## src/u8d_pkg.sv

```systemverilog
// shared types and constants for the utf-8 stream decoder
package u8d_pkg;

    localparam int DATA_BITS   = 8;
    localparam int CODE_BITS   = 16;
    localparam int START_BITS  = 32;
    localparam int STATUS_BITS = 2;
    localparam int PART_BITS   = 10;

    localparam logic [STATUS_BITS-1:0] STATUS_OK        = 2'd0;
    localparam logic [STATUS_BITS-1:0] STATUS_MALFORMED = 2'd1;
    localparam logic [STATUS_BITS-1:0] STATUS_TRUNCATED = 2'd2;

    localparam logic [CODE_BITS-1:0] CODE_MIN_TWO   = 16'h0080;
    localparam logic [CODE_BITS-1:0] CODE_MIN_THREE = 16'h0800;

    // continuation bytes still expected
    localparam logic [1:0] PEND_NONE = 2'd0;
    localparam logic [1:0] PEND_ONE  = 2'd1;
    localparam logic [1:0] PEND_TWO  = 2'd2;

    typedef struct packed {
        logic [DATA_BITS-1:0] data_byte;
        logic                 final_byte;
    } in_item_t;

    typedef struct packed {
        logic                   valid;
        logic [CODE_BITS-1:0]   code_value;
        logic [START_BITS-1:0]  start_offset;
        logic [STATUS_BITS-1:0] status;
    } result_t;

endpackage

```

## src/u8d_in_stage.sv

```systemverilog
// input register holding one accepted byte until the decoder consumes it
module u8d_in_stage
    import u8d_pkg::*;
(
    input  logic     aclk,
    input  logic     aresetn,
    input  logic     s_tvalid,
    output logic     s_tready,
    input  in_item_t s_item,
    input  logic     advance,
    output logic     item_valid,
    output in_item_t item
);

    logic     valid_reg;
    logic     valid_next;
    in_item_t item_reg;

    assign s_tready   = !valid_reg || advance;
    assign valid_next = s_tready ? s_tvalid : valid_reg;

    always_ff @(posedge aclk) begin
        if (!aresetn) begin
            valid_reg <= 1'b0;
        end else begin
            valid_reg <= valid_next;
        end
    end

    always_ff @(posedge aclk) begin
        if (s_tready && s_tvalid) begin
            item_reg <= s_item;
        end
    end

    assign item_valid = valid_reg;
    assign item       = item_reg;

endmodule

```

## src/u8d_core.sv

```systemverilog
// sequence state and combinational decode of one byte
module u8d_core
    import u8d_pkg::*;
#(
    parameter int OFFSET_BITS = 32
) (
    input  logic     aclk,
    input  logic     aresetn,
    input  logic     consume,
    input  in_item_t item,
    output result_t  result
);

    logic [1:0]             pending_reg, pending_next;
    logic                   three_reg, three_next;
    logic [PART_BITS-1:0]   partial_reg, partial_next;
    logic [OFFSET_BITS-1:0] pos_reg, pos_next;
    logic [OFFSET_BITS-1:0] seq_start_reg, seq_start_next;

    logic [5:0]             cont;
    logic [CODE_BITS-1:0]   full_value;
    logic                   good;
    logic [OFFSET_BITS+START_BITS-1:0] start_ext;

    assign cont       = item.data_byte[5:0];
    assign full_value = {partial_reg, cont};
    assign good       = three_reg ? (full_value >= CODE_MIN_THREE)
                                  : (full_value >= CODE_MIN_TWO);

    always_comb begin
        pending_next   = pending_reg;
        three_next     = three_reg;
        partial_next   = partial_reg;
        seq_start_next = seq_start_reg;
        pos_next       = pos_reg + {{(OFFSET_BITS-1){1'b0}}, 1'b1};
        result.valid        = 1'b0;
        result.code_value   = '0;
        result.status       = STATUS_OK;

        if (pending_reg == PEND_NONE) begin
            seq_start_next = pos_reg;
            case (item.data_byte) inside
                [8'h00:8'h7F]: begin
                    result.valid      = 1'b1;
                    result.code_value = {8'h00, item.data_byte};
                end
                [8'hC0:8'hDF]: begin
                    partial_next = {5'b0, item.data_byte[4:0]};
                    pending_next = PEND_ONE;
                    three_next   = 1'b0;
                end
                [8'hE0:8'hEF]: begin
                    partial_next = {6'b0, item.data_byte[3:0]};
                    pending_next = PEND_TWO;
                    three_next   = 1'b1;
                end
                default: begin
                    result.valid  = 1'b1;
                    result.status = STATUS_MALFORMED;
                end
            endcase
        end else if (pending_reg[1]) begin
            partial_next = {partial_reg[3:0], cont};
            pending_next = PEND_ONE;
        end else begin
            result.valid = 1'b1;
            if (good) begin
                result.code_value = full_value;
            end else begin
                result.status = STATUS_MALFORMED;
            end
            pending_next = PEND_NONE;
            three_next   = 1'b0;
            partial_next = '0;
        end

        // low 32 bits of the offset, zero-extended when the counter is narrower
        start_ext           = {{START_BITS{1'b0}}, seq_start_next};
        result.start_offset = start_ext[START_BITS-1:0];

        if (item.final_byte) begin
            if (pending_next != PEND_NONE && !result.valid) begin
                result.valid  = 1'b1;
                result.status = STATUS_TRUNCATED;
            end
            pending_next   = PEND_NONE;
            three_next     = 1'b0;
            partial_next   = '0;
            pos_next       = '0;
            seq_start_next = '0;
        end
    end

    always_ff @(posedge aclk) begin
        if (!aresetn) begin
            pending_reg   <= PEND_NONE;
            three_reg     <= 1'b0;
            partial_reg   <= '0;
            pos_reg       <= '0;
            seq_start_reg <= '0;
        end else if (consume) begin
            pending_reg   <= pending_next;
            three_reg     <= three_next;
            partial_reg   <= partial_next;
            pos_reg       <= pos_next;
            seq_start_reg <= seq_start_next;
        end
    end

endmodule

```

## src/u8d_out_stage.sv

```systemverilog
// result register that holds a decoded item until the receiver takes it
module u8d_out_stage
    import u8d_pkg::*;
(
    input  logic    aclk,
    input  logic    aresetn,
    input  logic    m_tready,
    input  logic    item_valid,
    input  result_t result,
    output logic    advance,
    output logic    m_tvalid,
    output result_t held
);

    logic    valid_reg;
    logic    valid_next;
    result_t held_reg;
    logic    load;

    assign advance = item_valid && (!valid_reg || m_tready);
    assign load    = advance && result.valid;

    always_comb begin
        valid_next = valid_reg && !m_tready;
        if (advance) begin
            valid_next = result.valid;
        end
    end

    always_ff @(posedge aclk) begin
        if (!aresetn) begin
            valid_reg <= 1'b0;
        end else begin
            valid_reg <= valid_next;
        end
    end

    always_ff @(posedge aclk) begin
        if (load) begin
            held_reg <= result;
        end
    end

    assign m_tvalid = valid_reg;
    assign held     = held_reg;

endmodule

```

## src/utf8_stream_decoder.sv

```systemverilog
// utf-8 byte stream to 16-bit code point decoder, top level
//
// input: one buffer byte per transfer on s_tdata, s_tlast on the buffer's
// last byte. output: one transfer per completed code point, malformed
// sequence or sequence cut off by the last byte; m_tdata carries the code
// point and the offset of the sequence's first byte, m_tuser the status
// (ok, malformed, truncated). a byte that only opens or extends a sequence
// gives no output transfer.
// a byte is held in the input register, decoded combinationally from there
// and its result loaded into the result register that drives m_tvalid.
// throughput: one byte per clock while the result register is empty or
// m_tready is high, set by the single decode pass between the two registers.
// when the receiver holds m_tready low, the result register keeps its
// transfer and the input register fills; s_tready falls only while both
// are full. reset clears the sequence state and the offset counter; the
// offset also restarts at zero after each s_tlast byte.
module utf8_stream_decoder
    import u8d_pkg::*;
#(
    parameter int OFFSET_BITS = 32
) (
    input  logic        aclk,
    input  logic        aresetn,
    input  logic        s_tvalid,
    output logic        s_tready,
    input  logic [7:0]  s_tdata,   // data_byte
    input  logic        s_tlast,   // final_byte
    output logic        m_tvalid,
    input  logic        m_tready,
    output logic [47:0] m_tdata,   // code_value[15:0], start_offset[47:16]
    output logic [1:0]  m_tuser    // status
);

    in_item_t s_item;
    in_item_t item;
    logic     item_valid;
    logic     advance;
    result_t  result;
    result_t  held;

    assign s_item.data_byte  = s_tdata;
    assign s_item.final_byte = s_tlast;

    u8d_in_stage u_in (
        .aclk       (aclk),
        .aresetn    (aresetn),
        .s_tvalid   (s_tvalid),
        .s_tready   (s_tready),
        .s_item     (s_item),
        .advance    (advance),
        .item_valid (item_valid),
        .item       (item)
    );

    u8d_core #(
        .OFFSET_BITS (OFFSET_BITS)
    ) u_core (
        .aclk    (aclk),
        .aresetn (aresetn),
        .consume (advance),
        .item    (item),
        .result  (result)
    );

    u8d_out_stage u_out (
        .aclk       (aclk),
        .aresetn    (aresetn),
        .m_tready   (m_tready),
        .item_valid (item_valid),
        .result     (result),
        .advance    (advance),
        .m_tvalid   (m_tvalid),
        .held       (held)
    );

    assign m_tdata = {held.start_offset, held.code_value};
    assign m_tuser = held.status;

    // a non-ok result never carries a code point
    assert property (@(posedge aclk) disable iff (!aresetn)
        m_tvalid && (m_tuser != STATUS_OK) |-> m_tdata[15:0] == '0)
        else $error("error result with nonzero code point");

    // status is one of the three defined codes
    assert property (@(posedge aclk) disable iff (!aresetn)
        m_tvalid |-> (m_tuser == STATUS_OK) || (m_tuser == STATUS_MALFORMED) ||
                     (m_tuser == STATUS_TRUNCATED))
        else $error("undefined status code");

    // input backpressure only comes from a stalled full result register
    assert property (@(posedge aclk) disable iff (!aresetn)
        !s_tready |-> m_tvalid && !m_tready)
        else $error("input stalled without output stall");

    // a truncated sequence reports no code point
    assert property (@(posedge aclk) disable iff (!aresetn)
        m_tvalid && (m_tuser == STATUS_TRUNCATED) |-> m_tdata[15:0] == '0)
        else $error("truncated result with nonzero code point");

endmodule
```

## config.mk

```make
export PLATFORM = sky130hd
export DESIGN_NAME = utf8_stream_decoder
export DESIGN_NICKNAME = d
export VERILOG_FILES = /design/src/u8d_pkg.sv /design/src/u8d_in_stage.sv /design/src/u8d_core.sv /design/src/u8d_out_stage.sv /design/src/utf8_stream_decoder.sv
export SDC_FILE = /design/constraint.sdc
export NUM_CORES = 1
export LEC_CHECK = 0
export ABC_AREA = 1
export BUFFER_PORTS_ARGS = -buffer_cell sky130_fd_sc_hd__buf_2
export CELL_PAD_IN_SITES_DETAIL_PLACEMENT = 1
export CELL_PAD_IN_SITES_GLOBAL_PLACEMENT = 2
export CORE_MARGIN = 3
export CORE_UTILIZATION = 37
export CTS_CLUSTER_SIZE = 24
export DETAILED_ROUTE_END_ITERATION = 10
export HOLD_SLACK_MARGIN = 0.12
export PLACE_DENSITY_LB_ADDON = 0.1
export SLEW_MARGIN = 20
export SYNTH_ARGS = -nofsm -noshare
export SYNTH_HDL_FRONTEND = slang
export SYNTH_SLANG_ARGS = --single-unit
```

## constraint.sdc

```tcl
create_clock -name aclk -period 4.25 [get_ports aclk]
set_clock_uncertainty 0.05 [all_clocks]
set_input_delay 0 -clock aclk [delete_from_list [all_inputs] [get_ports aclk]]
set_output_delay 0 -clock aclk [all_outputs]
set_load 0.05 [all_outputs]
```

### Yosys cells after proc, flatten, opt, wreduce, memory -nomap -nowiden

Cells that the tools add are included.
W data, S select, Z words.

* reductions and logical operators: 18
* order comparisons: 8
* mux-type cells: 40
* add/subtract/negate cells: 1
* eq/ne operators: 3

Operators with widths (number)
* $mux W32: 3
* $mux W10: 6
* $mux W17: 2
* $add A32 B1 Y32 const B: 1
* $mux W2: 10
* $mux W1: 17
* $ge A16 B12 Y1 const B: 1
* $ge A16 B8 Y1 const B: 1
* $ge A8 B8 Y1 const B: 2
* $le A8 B8 Y1 const B: 2
* $mux W16: 1
* $ge A8 B1 Y1 const B: 1
* $le A8 B7 Y1 const B: 1
* $logic_and A1 B1 Y1: 8
* $mux W8: 1
* $ne A3 B3 Y1 const B: 2
* $logic_not A1 Y1: 4
* $ne A4 B4 Y1 const B: 1
* $reduce_and A4 Y1: 1
* $reduce_and A3 Y1: 1
* $logic_not A2 Y1: 1
* $logic_or A1 B1 Y1: 2
* $reduce_bool A2 Y1: 1

* register bits after elaboration: 138
* output and inout port bits: 52

### Longest topological paths before layout

Gate-level depths: netlist of run 1.

* depth in word-level cells: 11
* gate-level depth with buffers: 10
* gate-level depth less buffers: 10

### Cells and area by module

A second synthesis of run 1 with hierarchy kept.

* cell total of the unflattened synthesis: 719
* area total of the unflattened synthesis: 5913.2 µm²

By module, submodules not included
* u8d_core: area an instance 3995.1 µm², instances 1, cells each 641
* u8d_out_stage: area an instance 1596.5 µm², instances 1, cells each 62
* u8d_in_stage: area an instance 321.6 µm², instances 1, cells each 16

### Least setup slack after synthesis of run 1

No wires, ideal clock.

* path kind: reg2reg
* from: register u_out.valid_reg (netlist: u_out.m_tvalid)
* to: register u_out.held_reg (netlist bit u_out.held[0]) (enable)
* path slack: 1839 ps
* data arrival time: 1957 ps
* setup time: 404 ps
* cell stages (with the launch flop): 4
* required time: 3796 ps
* cells stage by stage: dfxtp_1 > a21oi_4 > o21ai_0 > inv_1

* word-level cells in the longest chain between the ends: 4

RTL lines
* start: declaration: RTL line u8d_out_stage.sv:15 `logic valid_reg;`
* start signal: assignment: RTL line u8d_out_stage.sv:34 `valid_reg <= valid_next;`
* $logic_not A1 Y1: RTL line u8d_out_stage.sv:20 `assign advance = item_valid && (!valid_reg || m_tready);`
* $logic_or A1 B1 Y1: RTL line u8d_out_stage.sv:20
* $logic_and A1 B1 Y1: RTL line u8d_out_stage.sv:20
* $logic_and A1 B1 Y1: RTL line u8d_out_stage.sv:21 `assign load = advance && result.valid;`
* via u_out.load: RTL line u8d_out_stage.sv:18 `logic load;`
* end signal: assignment: RTL line u8d_out_stage.sv:40 `held_reg <= result;`
* end: declaration: RTL line u8d_out_stage.sv:17 `result_t held_reg;`

The timed path passes the listed nets, and every way through them passes these cells.
A chain may end at the register's enable or synchronous reset.

### Worst setup path after layout of run 1

* from: register u_in.item_reg (netlist bit u_in.item[6])
* to: register u_out.held_reg (netlist bit u_out.held[11]) (enable)

* word-level cells in the longest chain between the ends: 11
* elaborated cells between the ends (all ways): 23

RTL lines
* start: declaration: RTL line u8d_in_stage.sv:17 `in_item_t item_reg;`
* start signal: assignment: RTL line u8d_in_stage.sv:32 `item_reg <= s_item;`
* $ge A8 B8 Y1 (no line) / $le A8 B8 Y1 (equally long branches)
* $logic_and A1 B1 Y1 (no line)
* $mux W2 / $mux W1 (equally long branches) (3 in a row): RTL line u8d_core.sv:42 `case (item.data_byte) inside`
* $mux W2 / $mux W17 (equally long branches): RTL line u8d_core.sv:40 `if (pending_reg == PEND_NONE) begin`
* $reduce_bool A2 Y1 / $logic_not A1 Y1 (equally long branches): RTL line u8d_core.sv:82 `if (pending_next != PEND_NONE && !result.valid) begin`
* $logic_and A1 B1 Y1: RTL line u8d_core.sv:82
* $mux W1: RTL line u8d_core.sv:82
* $mux W1 (*): RTL line u8d_core.sv:81 `if (item.final_byte) begin`
* $logic_and A1 B1 Y1 (*): RTL line u8d_out_stage.sv:21
* via u_out.load: RTL line u8d_out_stage.sv:18

Mark *: on every way through the listed nets, which the timed path passes. The rest lies on a longest branch.

==> flow_summary.toml, run 1 <==
[worst_setup_path]
timing.rr.start = "u_in.item[6]"
worstSetupPathType = "flop to flop"
reg2reg_to = "u_out.held[11]"
r2r_slack_ns = 1.57
arrival_ns = 2.51
start_kind = "flop"
crit_required_ns = 4.08
cp_max_fo = 50
reg2reg_depth = 6
cp-end-kind = "flop"

[synth]
synth_seq_area_share_pct = 56.47
syn_inst = 732
ys_ff_latch = 138
avgSynthCellArea_um2 = 8.112
ys.flop_type = "dfxtp_1"
ys_types = 31
yosysMostFrequentCell = "nand2_1"
synth-edff-count = 59
netlist_top_cells_area = "edfxtp_1 30%, dfxtp_1 27%, nand2_1 15%"
synthArstFlopShare_pct = 0
netlist.area_leader.share_pct = 29.84
yosysTopAreaCell = "edfxtp_1"
synth_warnings = 0
syn-cell-area_mm2 = 0.005938
synth_nets = 746
synth_commonest_cells = "232 x nand2_1, 87 x nor2_1, 79 x dfxtp_1"

[route]
via_per_inst = 4.994
vias = 5144
drtIter0Drc = 249
ant_nets = 0
wirelength_um = 16240
drcViolationCount = 0
wire_per_inst_um = 15.77
firstDrtPassIters = 6

[sta]
rsz0062_at_grt = "no"
finalSetupViolations = 0
fin_setup_tns_ns = 0
tightest_slew_ns = 0.9264
period_needed_ns = 2.684
drv_slew = 0
report.final.hold_viol_count = 0
fin_crit_sh_pct = 63.16
setup_slack_ns = 1.566
relSlewSlack_pct = 38.17
fmax_mhz = 372.5
holdWs_ns = 0.2545

[hold_path]
hold_end = "u_in.item[1]"
holdCritStartpoint = "s_tdata[0]"
worstHoldPathCells = 2
hold_path_class = "input pin to flop"

[clock_tree]
clk_path_buf_depth = 2
clock_sinks = 138
cts_resized = 0
clk_pin_slew_worst_paths_ns = 0.06
clk-insertion-delay-late_ns = 0.42
numCtsBuffers = 17
cts_tree = "done"
post_cts_buffers = 0
htree_levels = 4
cts-root-buf = "clkbuf_16"

[die]
rows = 45
io_pins = 65
initial_utilization_pct = 38.49
core-area_mm2 = 0.01543
die-area_mm2 = 0.01761
die_width_um = 132.7
fp.dieH_um = 132.7

[cells_and_area]
drive_above_1_share_pct = 14.77
area_growth_pct = 20.75
largest_reg_flops = 50
insertedDiodeCount = 0
final.fill_count = 1899
nets = 820

[power]
power_leakage_nw = 2.635
vdd_drop_max_v = 0.0002611
pwr_density_cell_mw_per_mm2 = 439.7

[place]
dp_hpwl_um = 11470
io_buffers = 64
place_congestion = 0.8283
pre_cts_slack_ns = 1.382

[global_route]
grt_pass1_wl_um = 26900
grt_pass1_vias = 5248
grt_start_max_net_pins = 56
antenna_found_initial = 0
grt_util_all_layers_pct = 19.21
grt-ovfl-total = 0

[status]
status = "completed"

[flow_run]
maxCapViolations = 0
-- stage by stage --
| step | util (%) | std cells | power [mW] | cell area (µm²) |
|---|---|---|---|---|
| 2_1_floorplan | - | 732 | 1.634 | 5938 |
| 3_3_place_gp | 41.70 | 984 | 1.694 | 6434 |
| 3_5_place_dp | 41.70 | 984 | 1.699 | 6434 |
| 6_report | 46.48 | 1030 | 3.153 | 7171 |
| 4_1_cts | 46.47 | 1030 | 3.195 | 7169 |
| 5_1_grt | 46.48 | 1030 | 3.278 | 7171 |
-- how the worst max path moves through the flow --
stage,from,end,slack (ns),depth (start not counted)
finish,u_in.item[6],u_out.held[11],1.57,6
global route,u_core.pending_reg[1],u_out.held[11],1.18,7
CTS,u_core.pending_reg[1],u_out.held[22],1.38,7
detailed placement,u_core.pending_reg[1],u_out.held[20],1.38,7
global placement,u_core.pending_reg[1],u_out.held[16],1.54,7
floorplan,u_out.m_tvalid,u_out.held[0],1.84,3
-- worst max-delay path, cell delays in order (launching register included) --
cell,delay [ns]
edfxtp_1,0.47
o21ai_1,0.28
inv_1,0.10
nand2_1,0.09
nand2_1,0.06
o21ai_0,0.27
clkinv_2,0.79
-- metal layers --
| layer | track usage, % | share of wire [%] | vias to the layer above |
|---|---|---|---|
| met3 | 4.030 | 3.2 | 14 |
| li1 | - | - | 2541 |
| met1 | 25.81 | 47 | 2515 |
| met5 | 0 | 0 | - |
| met4 | 5.427 | 1.2 | 0 |
| met2 | 31.51 | 48 | 74 |
-- final cells by class --
| class | instances | area [µm²] | area share (%) |
|---|---|---|---|
| inverter | 66 | 249.0 | 3.472 |
| clock buffer | 17 | 425.4 | 5.933 |
| tap | 211 | 264.0 | 3.682 |
| sequential | 138 | 3353 | 46.76 |
| multi-input combinational | 502 | 2226 | 31.04 |
| timing repair buffer | 81 | 483.0 | 6.735 |
| clock inverter | 15 | 170.2 | 2.373 |
-- layout by cell type, fill, tap and decap left out, drive strengths merged --
cell,netlist,routed
nand3,25,25
clkinvlp,0,3
clkbuf,12,17
buf,14,67
nor3,7,7
clkinv,0,8
a211oi,1,1
xor2,2,2
a21oi,69,69
nor2,96,96
nand4,13,13
bufinv,0,2
a31oi,4,4
inv,66,68
edfxtp,59,59
ha,1,1
o21ai,45,45
nand2,236,236
o22ai,1,1
a22o,1,1
dlygate4sd3,0,14
o21bai,1,1
dfxtp,79,79
-- timing repair --
action	in CTS	in global routing
hold endpoints to repair	44	0
hold buffers	14	0
setup endpoints to repair	0	0
-- cells by family (layout without fill, tap and decap cells) --
logic type / Yosys count / after routing / synth area share, %
simple gates: 377 / 377 / 26.21
flops: 138 / 138 / 56.47
compound gates: 122 / 122 / 10.73
buf+inv: 92 / 179 / 6.089
xor+xnor: 2 / 2 / 0.2950
fa+ha+maj: 1 / 1 / 0.2107
-- where the power goes --
group | internal [mW] | switching (mW)
sequential | 1.42 | 0.0170
clock | 0.874 | 0.600
combinational | 0.0488 | 0.190
(Power assumes the default switching activity.)
==> run 2: changes to the inputs <==
Settings changed: CORE_UTILIZATION 37 to 35.
Clock period 4.25 ns to 2.58 ns, I/O delays scaled along.
==> run 2 against run 1 <==
Effect of this change: routed wire length is 3.3% higher; power up 71%; combinational power grew 74%; sequential share of layout area shrank 0.90 points; global-route usage is 0.42 points lower; worst setup slack lost 1.1 ns; non-clock buffer count increased by 11; core utilization decreased by 1.4 points; critical path depth up 1; flip-flop and latch count unchanged; highest routed layer unchanged.
==> flow_summary.toml, run 2 (synthesis results as in run 1) <==
[worst_setup_path]
timing.rr.start = "u_in.item[6]"
critPathTopFamily = "compound AO/OA/AOI/OAI gates"
worst-path-buf-inv = 3
slowest_delay_ns = 0.43
critical_path_depth = 7
critical-path-slowest-cell = "edfxtp_1"
cp_common_cell = "nand2_1"
r2r_slack_ns = 0.51
worstSetupPathType = "flop to flop"
cp-end-kind = "flop"
crit_path_end = "u_out.held[45]"
path_cells = "o21ai_1 -> inv_1 -> nand2_1 -> nand2_1 -> o21ai_0 -> inv_2 -> buf_12"
crit_required_ns = 2.70
arrival_ns = 2.18
critPathLaunch = "u_in.item[6]"
start_kind = "flop"
reg2reg_depth = 7
reg2reg_to = "u_out.held[45]"
cp_max_fo = 28

[power]
sequentialPowerShare_pct = 44.1
p_clk_share_pct = 48.2
vdd_drop_max_v = 0.0004265
power_leakage_nw = 2.714
p_int_mw = 4.063
pwr_density_cell_mw_per_mm2 = 735.9
swShare_pct = 24.49
p_comb_share_pct = 7.7
switching_power_mw = 1.318

[die]
die-area_mm2 = 0.01857
fp.dieH_um = 136.3
core-area_mm2 = 0.01623
initial_utilization_pct = 36.59
rows = 46
io_pins = 65
die_width_um = 136.3

[sta]
rsz0062_at_grt = "no"
finalSetupViolations = 0
report.final.hold_viol_count = 0
period_needed_ns = 2.065
drv_slew = 0
relSlewSlack_pct = 61.30
fin_crit_sh_pct = 80.05
tightest_slew_ns = 0.5798
setup_slack_ns = 0.5147
fin_setup_tns_ns = 0
fmax_mhz = 484.2

[cells_and_area]
seq_area_mm2 = 0.003353
insertedDiodeCount = 0
multi_input_area_mm2 = 0.002226
nets = 831
final.fill_count = 1989
final_cell_mix = "232 x nand2_1, 86 x nor2_1, 79 x dfxtp_1, 68 x a21oi_1, 64 x buf_2"
area_growth_pct = 23.11
layout_commonest_cell = "nand2_1"
drive_above_1_share_pct = 15.78
largest_reg_flops = 50

[global_route]
antenna_found_initial = 0
grt_start_max_net_pins = 38
grt_pass1_vias = 5210
grt_util_all_layers_pct = 18.79
grt-ovfl-total = 0
grt_pass1_wl_um = 26920

[clock_tree]
cts_tree = "done"
cts_resized = 0
htree_levels = 4
clock_sinks = 138
cts-root-buf = "clkbuf_16"
clk_pin_slew_worst_paths_ns = 0.06
numCtsBuffers = 17
clk-insertion-delay-late_ns = 0.42
clk_path_buf_depth = 2

[place]
place_congestion = 0.8016
dp_hpwl_um = 11940
io_buffers = 64
pre_cts_slack_ns = 0.5103

[flow_run]
maxCapViolations = 0

[route]
drtIter0Drc = 198
via_per_inst = 4.861
firstDrtPassIters = 4
ant_nets = 0
vias = 5085
drcViolationCount = 0
wirelength_um = 16770
wire_per_inst_um = 16.04

[hold_path]
hold_path_class = "input pin to flop"

[status]
status = "completed"
==> run 2: cell count changes in the layout (fill, tap and decap cells not counted), sizes merged <==
cell / delta
bufinv: +2
clkinvlp: -1
clkbuf: +1
inv: +1
clkinv: -3
buf: +11
==> run 2: repair_timing <==
item	CTS	global route
hold buffers	14	0
endpoints found under the hold margin	38	0
setup buffers	0	0
==> run 2: per-layer routing <==
layer	track usage, %	part of all wire [%]	up-vias
li1	-	-	2554
met1	25.16	48	2447
met2	30.52	48	70
met3	4.219	3.3	14
met4	5.431	1.0	0
met5	0	0	-
==> run 2: area by class of cell <==
cell class | instances | share of cell area, %
Multi-Input combinational cell | 502 | 30.45
Tap cell | 216 | 3.697
Sequential cell | 138 | 45.87
Clock inverter | 14 | 2.653
Timing Repair Buffer | 92 | 8.078
Inverter | 66 | 3.389
Clock buffer | 18 | 5.870
==> run 2: power groups by stage <==
stage | combinational, mW | clock, mW | sequential [mW]
6_report | 0.416 | 2.59 | 2.37
5_1_grt | 0.448 | 2.75 | 2.38
4_1_cts | 0.421 | 2.65 | 2.37
3_5_place_dp | 0.403 | 0 | 2.42
3_3_place_gp | 0.401 | 0 | 2.42
2_1_floorplan | 0.139 | 0 | 2.55
==> run 2: how the worst min path moves through the flow <==
stage                    start      endpoint  slack, ns  depth (start not counted)
floorplan              s_tlast  u_in.item[0]       0.05                          0
global placement    s_tdata[2]  u_in.item[3]       0.13                          1
detailed placement  s_tdata[0]  u_in.item[1]       0.13                          1
CTS                 s_tdata[0]  u_in.item[1]       0.22                          2
global route        s_tdata[5]  u_in.item[6]       0.24                          2
finish              s_tdata[2]  u_in.item[3]       0.25                          2
==> run 2: worst reg2reg max path, cell delays in order (launching register included) <==
cell      delay (ns)
edfxtp_1        0.43
o21ai_1         0.29
inv_1           0.10
nand2_1         0.09
nand2_1         0.07
o21ai_0         0.30
inv_2           0.24
buf_12          0.24
==> run 2: metrics by stage <==
step | utilization, % | hold slack, ns | cells | instance area (µm²) | total power, mW
2_1_floorplan | - | 0.04887 | 732 | 5938 | 2.691
3_3_place_gp | 40.34 | 0.1275 | 1000 | 6548 | 2.817
3_5_place_dp | 40.34 | 0.1291 | 1000 | 6548 | 2.820
4_1_cts | 45.04 | 0.2225 | 1046 | 7311 | 5.440
5_1_grt | 45.04 | 0.2362 | 1046 | 7311 | 5.574
6_report | 45.04 | 0.2477 | 1046 | 7311 | 5.380
==> run 3: changes to the inputs <==
Settings changed: ABC_AREA 1 to 0, CORE_UTILIZATION 35 to 38.
Clock period 2.58 ns to 1.92 ns, I/O delays scaled along.
==> run 3 against run 2 <==
Effect of this change: via count fell by 15%; critical path type unchanged; final area fell by 2.1%; area after synthesis fell by 4.1%; sequential share of layout area rose by 1.1 points; non-clock buffer count rose by 20; register-to-register slack got worse by 0.51 ns; routed wire length fell by 13%; worst setup slack got worse by 0.51 ns.
==> flow_summary.toml, run 3 <==
[status]
status = "completed"

[sta]
fmax_mhz = 520.9
rsz0062_at_grt = "yes"
setup_slack_ns = 0.00008926
drv_slew = 0
period_needed_ns = 1.920
tightest_slew_ns = 0.5419
relSlewSlack_pct = 63.80
finalSetupViolations = 0
report.final.hold_viol_count = 0
fin_crit_sh_pct = 100.0

[die]
initial_utilization_pct = 39.03
die-area_mm2 = 0.01649
die_width_um = 128.4
io_pins = 65
core-area_mm2 = 0.01459
rows = 44
fp.dieH_um = 128.4

[worst_setup_path]
reg2reg_to = "u_core.pos_reg[23]"
worstSetupPathType = "flop to flop"
crit_required_ns = 2.22
arrival_ns = 2.22
r2r_slack_ns = 0.00009
cp-end-kind = "flop"
reg2reg_depth = 4
timing.rr.start = "u_core.pos_reg[18]"
cp_max_fo = 13
start_kind = "flop"

[synth]
synth_nets = 530
yosysMostFrequentCell = "dfxtp_1"
yosysTopAreaCell = "edfxtp_1"
syn_inst = 516
synth_warnings = 0
netlist.area_leader.share_pct = 31.11
avgSynthCellArea_um2 = 11.04
netlist_top_cells_area = "edfxtp_1 31%, dfxtp_1 28%, mux2_2 4.9%"
synthArstFlopShare_pct = 0
ys_types = 51
ys.flop_type = "dfxtp_1"
synth-edff-count = 59
syn-cell-area_mm2 = 0.005694
synth_commonest_cells = "79 x dfxtp_1, 59 x edfxtp_1, 45 x nor2_1"
ys_ff_latch = 138
synth_seq_area_share_pct = 58.89

[hold_path]
hold_path_class = "input pin to flop"
hold_end = "u_in.item[4]"
worstHoldPathCells = 2
holdCritStartpoint = "s_tdata[3]"

[power]
power_leakage_nw = 2.638
vdd_drop_max_v = 0.0006110
pwr_density_cell_mw_per_mm2 = 939.7

[global_route]
grt_pass1_vias = 4496
antenna_found_initial = 0
grt_util_all_layers_pct = 18.40
grt-ovfl-total = 0
grt_pass1_wl_um = 23520
grt_start_max_net_pins = 42

[cells_and_area]
largest_reg_flops = 50
multi_input_area_mm2 = 0.002173
layout_commonest_cell = "dfxtp_1"
seq_area_mm2 = 0.003359
nets = 628
drive_above_1_share_pct = 27.43
fin_area_mm2 = 0.007158
stdcell_count = 811
final_cell_mix = "74 x dfxtp_1, 64 x buf_2, 59 x edfxtp_1, 45 x nor2_1, 34 x nand2_1"
insertedDiodeCount = 0
final.fill_count = 1559
area_growth_pct = 25.71

[place]
dp_hpwl_um = 9492
placed_area_mm2 = 0.006412
io_buffers = 64
dp_cells = 765
pre_cts_slack_ns = -0.03099
place_congestion = 0.7300

[clock_tree]
cts-root-buf = "clkbuf_16"
clk_path_buf_depth = 2
htree_levels = 4
cts_tree = "done"
clk-insertion-delay-late_ns = 0.42
clock_sinks = 138
clk_pin_slew_worst_paths_ns = 0.06
numCtsBuffers = 17

[route]
wire_per_inst_um = 18.07
met3_length_um = 426
ant_nets = 0
met2_length_um = 7386
highest_layer = "met4"
wirelength_um = 14650
firstDrtPassIters = 4
via_per_inst = 5.351
vias = 4340
drtIter0Drc = 297
drcViolationCount = 0
met1_length_um = 6469

[flow_run]
maxCapViolations = 0
[run 3: changes by cell type in the layout (fill, tap and decap cells not counted), moves of 10 or more]
| cell | before | now |
|---|---|---|
| o21ai_0 | 41 | 29 |
| a21oi_1 | 68 | 25 |
| nor4_1 | 0 | 10 |
| nand2b_1 | 0 | 13 |
| nand3_1 | 24 | 11 |
| mux2_2 | 0 | 25 |
| mux2i_1 | 0 | 14 |
| nor2_1 | 86 | 45 |
| a22oi_1 | 0 | 32 |
| nand2_1 | 232 | 34 |
| inv_1 | 62 | 12 |
| buf_4 | 12 | 30 |
| and2_1 | 0 | 17 |
[run 3: metal layers]
metal,global-route usage [%],vias up
met5,0,-
met4,8.240,0
met3,3.819,26
met2,31.11,63
met1,22.68,2174
li1,-,2077
[run 3: where the power goes]
group          switching, mW  internal [mW]  leakage (nW)  total (mW)
clock                   1.19           1.96         0.277        3.15
combinational          0.312          0.124          1.12       0.436
sequential            0.0262           3.11          1.24        3.14
total                   1.53           5.19          2.64        6.73
[run 3: worst max-delay path by stage]
stage	from	end
floorplan	u_core.pending_reg[1]	u_out.held[0]
finish	u_core.pos_reg[18]	u_core.pos_reg[23]
CTS	u_core.pos_reg[6]	u_core.pos_reg[24]
global placement	u_core.pos_reg[13]	u_core.pos_reg[23]
detailed placement	u_core.pos_reg[13]	u_core.pos_reg[23]
global route	u_core.pos_reg[18]	u_core.pos_reg[24]
[run 3: timing repair]
action / 4_1_cts / 5_1_grt
resized for setup: 1 / 9
hold buffers: 13 / 0
buffers inserted: 0 / 1
pin swaps: 1 / 2
hold endpoints to repair: 17 / 0
endpoints found under the setup margin: 2 / 14
[run 3: worst max-delay path, cell delays in order (launching register included)]
cell and delay [ns]:
dfxtp_2 0.36, nand4_1 0.17, or4_4 0.63, or4_1 0.50, a21oi_1 0.14
[run 3: cell families (layout without fill, tap and decap cells)]
group | count (synthesis) | in the layout | share of synthesized area, %
DFF | 138 | 138 | 58.89
and+or+nand+nor | 180 | 180 | 17.03
xor gates and xnor gates | 5 | 5 | 0.7692
adders and majority gates | 1 | 1 | 0.2197
buffers and inverters | 46 | 157 | 3.955
AOI/OAI and AO/OA | 107 | 107 | 11.73
muxes | 39 | 39 | 7.405
[run 3: cell type report]
class / instances / area share [%]
clock inverters: 6 / 0.8390
flip-flops and latches: 138 / 46.93
repair buffers: 112 / 10.84
multi-input cells: 332 / 30.36
well taps: 184 / 3.216
inverters: 13 / 0.6817
clock buffers: 26 / 7.132
[run 3: per-stage QoR]
step                      hold slack [ns]  util (%)   TNS, ns  power (mW)
after detailed placement           0.1297     43.95  -0.03099       3.619
after floorplan                   0.04887         -    -26.92       3.478
after global placement             0.1303     43.95         0       3.610
final                              0.2507     49.07         0       6.726
after global routing               0.2590     49.07   -0.1972       6.966
after CTS                          0.2272     48.77         0       6.811
